## src/rtl/dpi_pkg.sv

```systemverilog
// ----------------------------------------------------------------------------
// Dubins path interpolator package
// Shared types, constants and helper functions for the interpolator.
// ----------------------------------------------------------------------------
package dpi_pkg;

  localparam int FracBits    = 16;
  localparam int CordicSteps = 20;
  localparam int IterW       = $clog2(CordicSteps + 1);

  // Q5.30 angle constants, held in 35 bits.
  localparam logic signed [34:0] Q30Pi     = 35'sd3373259426;
  localparam logic signed [34:0] Q30TwoPi  = 35'sd6746518852;
  localparam logic signed [34:0] Q30HalfPi = 35'sd1686629713;
  localparam logic signed [34:0] Q30Gain   = 35'sd652032874;

  // Reciprocal of the Q30 value of 2*pi, scaled by 2^64.
  localparam logic [31:0] InvTwoPi = 32'd2734261102;

  typedef enum logic [1:0] {
    SEG_S = 2'd0,
    SEG_L = 2'd1,
    SEG_R = 2'd2
  } seg_kind_e;

  typedef enum logic [2:0] {
    REG_PATH    = 3'd0,
    REG_FIRST   = 3'd1,
    REG_MIDDLE  = 3'd2,
    REG_LAST    = 3'd3,
    REG_RADIUS  = 3'd4,
    REG_START_X = 3'd5,
    REG_START_Y = 3'd6,
    REG_HEADING = 3'd7
  } reg_idx_e;

  typedef enum logic [3:0] {
    ST_IDLE,
    ST_SEG,
    ST_RED0,
    ST_RED1,
    ST_RED2,
    ST_CORDIC,
    ST_ROUND,
    ST_UPDATE,
    ST_SCALE_X,
    ST_SCALE_Y,
    ST_DONE
  } state_e;

  typedef enum logic [3:0] {
    CMD_NONE,
    CMD_LOAD,
    CMD_SEG,
    CMD_RED0,
    CMD_RED1,
    CMD_RED2,
    CMD_ITER,
    CMD_ROUND,
    CMD_UPDATE
  } cmd_op_e;

  typedef struct packed {
    cmd_op_e    op;
    logic       second;   // second trig evaluation of an arc
    logic [1:0] scale_sel; // 1: x, 2: y
  } dp_cmd_t;

  typedef struct packed {
    logic more_seg;   // segment to walk now
    logic is_arc;     // current segment is an arc
    logic iter_last;  // last CORDIC iteration
  } dp_stat_t;

  function automatic logic signed [34:0] atan_q30(input logic [4:0] i);
    logic signed [34:0] r;
    unique case (i)
      5'd0: r = 35'sd843314857;
      5'd1: r = 35'sd497837829;
      5'd2: r = 35'sd263043837;
      5'd3: r = 35'sd133525159;
      5'd4: r = 35'sd67021687;
      5'd5: r = 35'sd33543516;
      5'd6: r = 35'sd16775851;
      5'd7: r = 35'sd8388437;
      5'd8: r = 35'sd4194283;
      5'd9: r = 35'sd2097149;
      5'd31: r = 35'sd0;
      default: r = 35'sd1 <<< (5'd30 - i);
    endcase
    return r;
  endfunction

  function automatic seg_kind_e seg_kind(input logic [2:0] pw, input logic [1:0] idx);
    seg_kind_e k;
    unique case (pw)
      3'd1: k = (idx == 2'd1) ? SEG_S : SEG_R;
      3'd2: k = (idx == 2'd0) ? SEG_R : (idx == 2'd1) ? SEG_S : SEG_L;
      3'd3: k = (idx == 2'd0) ? SEG_L : (idx == 2'd1) ? SEG_S : SEG_R;
      3'd4: k = (idx == 2'd1) ? SEG_L : SEG_R;
      3'd5: k = (idx == 2'd1) ? SEG_R : SEG_L;
      default: k = (idx == 2'd1) ? SEG_S : SEG_L;
    endcase
    return k;
  endfunction

endpackage

```

## src/rtl/dpi_ctrl.sv

```systemverilog
// ----------------------------------------------------------------------------
// Dubins path interpolator controller
// Sequences segment walk, trig evaluations, scaling and result strobe.
// ----------------------------------------------------------------------------
module dpi_ctrl import dpi_pkg::*; (
  input  logic     clk_i,
  input  logic     rst_ni,
  input  logic     start_i,
  input  dp_stat_t stat_i,
  output dp_cmd_t  cmd_o,
  output logic     busy_o,
  output logic     done_o
);

  state_e state_q, state_d;
  logic   second_q, second_d;

  always_ff @(posedge clk_i or negedge rst_ni) begin
    if (!rst_ni) begin
      state_q  <= ST_IDLE;
      second_q <= 1'b0;
    end else begin
      state_q  <= state_d;
      second_q <= second_d;
    end
  end

  always_comb begin
    state_d   = state_q;
    second_d  = second_q;
    cmd_o     = '{op: CMD_NONE, second: second_q, scale_sel: 2'd0};
    busy_o    = (state_q != ST_IDLE);
    done_o    = 1'b0;
    unique case (state_q)
      ST_IDLE: begin
        if (start_i) begin
          cmd_o.op = CMD_LOAD;
          state_d  = ST_SEG;
        end
      end
      ST_SEG: begin
        second_d = 1'b0;
        if (stat_i.more_seg) begin
          cmd_o.op = CMD_SEG;
          state_d  = ST_RED0;
        end else begin
          state_d = ST_SCALE_X;
        end
      end
      ST_RED0: begin
        cmd_o.op = CMD_RED0;
        state_d  = ST_RED1;
      end
      ST_RED1: begin
        cmd_o.op = CMD_RED1;
        state_d  = ST_RED2;
      end
      ST_RED2: begin
        cmd_o.op = CMD_RED2;
        state_d  = ST_CORDIC;
      end
      ST_CORDIC: begin
        cmd_o.op = CMD_ITER;
        if (stat_i.iter_last) state_d = ST_ROUND;
      end
      ST_ROUND: begin
        cmd_o.op = CMD_ROUND;
        if (stat_i.is_arc && !second_q) begin
          second_d = 1'b1;
          state_d  = ST_RED0;
        end else begin
          state_d = ST_UPDATE;
        end
      end
      ST_UPDATE: begin
        cmd_o.op = CMD_UPDATE;
        state_d  = ST_SEG;
      end
      ST_SCALE_X: begin
        cmd_o.scale_sel = 2'd1;
        state_d         = ST_SCALE_Y;
      end
      ST_SCALE_Y: begin
        cmd_o.scale_sel = 2'd2;
        state_d         = ST_DONE;
      end
      ST_DONE: begin
        done_o  = 1'b1;
        state_d = ST_IDLE;
      end
      default: state_d = ST_IDLE;
    endcase
  end

endmodule

```

## config.mk

```make
export PLATFORM = sky130hd
export DESIGN_NAME = dpi_ctrl
export DESIGN_NICKNAME = d
export VERILOG_FILES = /design/src/rtl/dpi_pkg.sv /design/src/rtl/dpi_ctrl.sv
export SDC_FILE = /design/constraint.sdc
export NUM_CORES = 1
export LEC_CHECK = 0
export ABC_AREA = 1
export BUFFER_PORTS_ARGS = -buffer_cell sky130_fd_sc_hd__buf_2
export CAP_MARGIN = 20
export CELL_PAD_IN_SITES_DETAIL_PLACEMENT = 0
export CELL_PAD_IN_SITES_GLOBAL_PLACEMENT = 1
export CORE_AREA = 3 3 40 42
export CTS_CLUSTER_SIZE = 28
export DETAILED_ROUTE_END_ITERATION = 16
export DIE_AREA = 0 0 43 45
export GPL_TIMING_DRIVEN = 0
export MAX_ROUTING_LAYER = met4
export PLACE_DENSITY_LB_ADDON = 0.1
export SYNTH_ARGS = -nofsm -noshare
export SYNTH_HDL_FRONTEND = slang
export SYNTH_SLANG_ARGS = --single-unit
```

## constraint.sdc

```tcl
create_clock -name clk_i -period 2.22 [get_ports clk_i]
set_input_delay 0 -clock clk_i [delete_from_list [all_inputs] [get_ports clk_i]]
set_output_delay 0 -clock clk_i [all_outputs]
set_load 0.1 [all_outputs]
```

## After elaboration in Yosys (flattened, before gate mapping)

Index checks and enable logic that the tools add are counted.

| cells by class | value |
|---|---|
| eq/ne operators | 13 |
| multiplexer cells | 12 |
| reduce and logical (&&, ||, !) cells | 7 |

Operator list:

| cell | number |
|---|---|
| one-hot mux 4 bit (10 select lines) | 1 |
| one-hot mux 4 bit (8 select lines) | 1 |
| equality test 4 x 3 -> 1 bit (second input constant) | 4 |
| equality test 4 bit (second input constant) | 3 |
| two-way mux 4 bit | 3 |
| equality test 4 x 2 -> 1 bit (second input constant) | 2 |
| inequality test 2 bit (second input constant) | 3 |
| equality test 4 x 1 -> 1 bit (second input constant) | 1 |
| zero test 4 bit | 1 |
| one-hot mux 2 bit (2 select lines) | 1 |
| AND reduction 2 bit | 2 |
| nonzero test 4 bit | 1 |
| two-way mux 1 bit | 3 |
| two-way mux 3 bit | 1 |
| two-way mux 2 bit | 1 |
| one-hot mux 1 bit (2 select lines) | 1 |
| nonzero test 2 bit | 1 |
| logical AND 1 bit | 1 |
| zero test 1 bit | 1 |

| storage, ports and cells | value |
|---|---|
| output and inout port bits | 9 |
| word-level logic and storage cells | 34 |
| register bits after elaboration | 5 |

## Longest topological paths before layout

| depth | value |
|---|---|
| depth after elaboration | 4 |
| depth in mapped cells | 8 |

## Worst setup path before layout

Ideal clock, no wire load.

| timing | value |
|---|---|
| path kind | register to output |
| from | register state_q[2] |
| to | output cmd_o[3] (netlist bit) |
| arrival | 2.688 ns |
| stages on the path, launching flop included | 6 |
| setup slack | -0.468 ns |
| path through | dfrtp_1 -> inv_2 -> nand2_2 -> nor2_1 -> inv_1 -> o211ai_1 |

RTL lines:

| element | line | source |
|---|---|---|
| start: declaration | dpi_ctrl.sv:15 | `state_e state_q, state_d;` |
| start signal: assignment | dpi_ctrl.sv:23 | `state_q <= state_d;` |
| end: declaration | dpi_ctrl.sv:10 | `output dp_cmd_t cmd_o,` |

==> impl_metrics.py <==
metrics = {
    "clock_tree": {
        "postCtsSetupBuffers": 0,
        "cts.sinks": 5,
        "root_buffer": "clkbuf_4",
        "numCtsBuffers": 3,
        "htreeDepth": 1,
        "clk_pin_slew_worst_paths_ns": 0.05,
        "cts_repair_resize_count": 0,
        "cts_tree": "built",
        "insertion_delay_ns": 0.24,
        "clock_path_buffers": 2,
    },
    "grt": {
        "overflow": 0,
        "grt_usage": 0.116,
        "grt_max_degree": 6,
        "antenna_found_initial": 0,
        "grt_pass1_vias": 371,
        "grt_pass1_wl_um": 1560,
    },
    "logic_synthesis": {
        "syn-mean-instance-area_sq_um": 6.03,
        "synth_cell_types": 13,
        "ys_seq_elements": 5,
        "synth_fp_nets": 67,
        "seq_area_frac_synth": 0.340,
        "syn_area_sq_um": 368,
        "yosys_warnings": 0,
        "syn_inst": 61,
    },
    "cells_and_area": {
        "area_growth_pct": 36.7,
        "layout_common_cells": "nand2_1, buf_2, nor2_1",
        "ff_latch_area_sq_um": 125,
        "stdcell_count": 96,
        "layout_commonest_cell": "nand2_1",
        "nFillCells": 159,
        "finalNetCount": 88,
        "drive_gt1_frac": 0.321,
        "n_antenna_cell": 0,
        "multi_input_area_sq_um": 183,
        "final_core_util": 0.391,
        "final_area_sq_um": 503,
    },
    "floorplanning": {
        "row_count": 13,
        "initial_utilization": 0.286,
        "coreArea_sq_um": 1280,
        "die_height_um": 45,
        "ios": 15,
        "fp.dieArea_sq_um": 1940,
        "die_w_um": 43,
    },
    "routing": {
        "wl_um": 932,
        "wire_per_inst_um": 9.71,
        "vias": 424,
        "dr.pass1.iters": 4,
        "ant_nets": 0,
        "drt_iter0_drc": 8,
        "drc_errors": 0,
        "via_per_inst": 4.42,
    },
    "timing": {
        "slew_headroom": 0.676,
        "setup-violations-final": 0,
        "tightest_slew_ns": 0.489,
        "skew_ns": 0.00243,
        "finalCritPeriodShare": 0.742,
        "hold_violations": 0,
        "rsz0062_at_grt": "no",
        "period_minus_slack_ns": 1.65,
        "drv_slew": 0,
        "fin_tns_setup_ns": 0,
        "max_freq_mhz": 607,
    },
    "placed_design": {
        "placed_cells_incl_taps": 90,
        "place_area_sq_um": 457,
        "gp_congestion": 0.753,
        "hpwl_um": 773,
        "portBuffers": 14,
    },
    "setup_path": {
        "cp.arrival_ns": 1.65,
        "startpoint_type": "flop",
        "crit_path_end_kind": "output pin",
        "crit_type": "flop to output pin",
        "required_ns": 2.22,
        "cp_max_fo": 4,
    },
    "worst_hold_path": {
        "min_path_type": "input port to flop",
    },
    "flow_run": {
        "max-cap-violations": 0,
    },
    "outcome": {
        "status": "finished clean",
    },
}
worst paths after layout:
check | from | end | slack (ns) | cells past startpoint
setup / recovery | state_q[2]$_DFFE_PN0P_ | cmd_o[3] | 0.57 | 6
hold / removal | stat_i[0] | state_q[0]$_DFFE_PN0P_ | 0.02 | 4
setup reg to reg | state_q[1]$_DFFE_PN0P_ | state_q[1]$_DFFE_PN0P_ | 1.10 | 7
hold reg to reg | second_q$_DFFE_PN0P_ | second_q$_DFFE_PN0P_ | 0.57 | 2
max in group asynchronous | rst_ni | state_q[3]$_DFFE_PN0P_ | 1.98 | 2
min in group asynchronous | rst_ni | second_q$_DFFE_PN0P_ | 0.10 | 2
layout make-up:
cell class,count,area share
inverter,14,0.104
sequential,5,0.249
multi-input combinational,41,0.363
timing repair buffer,16,0.179
buffer,1,0.0149
clock buffer,4,0.0522
tap,15,0.0373
registers in the layout, summed over array words and instances (netlist names):
| register | flops |
|---|---|
| state_q | 4 |
| second_q | 1 |
timing repair:
action,4_1_cts,5_1_grt
endpoints found under the setup margin,0,0
endpoints found under the hold margin,6,0
hold buffers,2,0
layer usage:
| layer | vias up | share of wire | track usage |
|---|---|---|---|
| li1 | 225 | - | - |
| met1 | 187 | 0.50 | 0.139 |
| met2 | 10 | 0.46 | 0.168 |
| met3 | 2 | 0.018 | 0.0120 |
| met4 | 0 | 0.020 | 0.108 |
| met5 | - | 0 | - |
stage by stage:
step | hold WS [ns] | worst slack, ns
floorplan | -0.296 | -0.468
global placement | -0.179 | 0.786
detailed placement | -0.178 | 0.819
CTS | 0.0173 | 0.552
global route | 0.0494 | 0.496
finish | 0.0178 | 0.573
logic make-up (layout without fill, tap and decap cells):
kind of cell / Yosys count / in the layout / share of synthesized area
simple gates: 37 / 37 / 0.422
compound gates: 4 / 4 / 0.0748
buf+inv: 15 / 35 / 0.163
flops: 5 / 5 / 0.340
synth_stat cells, drive strengths merged:
cell	instances	area, sq um
nand2	21	86.3
inv	14	52.6
nor2	12	47.6
dfrtp	5	125
nand3	3	15.0
o22ai	2	12.5
buf	1	7.51
nand4	1	6.26
o211ai	1	7.51
o31ai	1	7.51
critical path, stage by stage (launching register included):
cell and delay, ns:
dfrtp_1 0.40, inv_2 0.10, nand2_2 0.08, nor2_1 0.15
inv_1 0.07, o211ai_1 0.14, buf_2 0.45
Power is not shown: default switching activity piles up to over one toggle a cycle in this logic, so the estimate is an artifact.
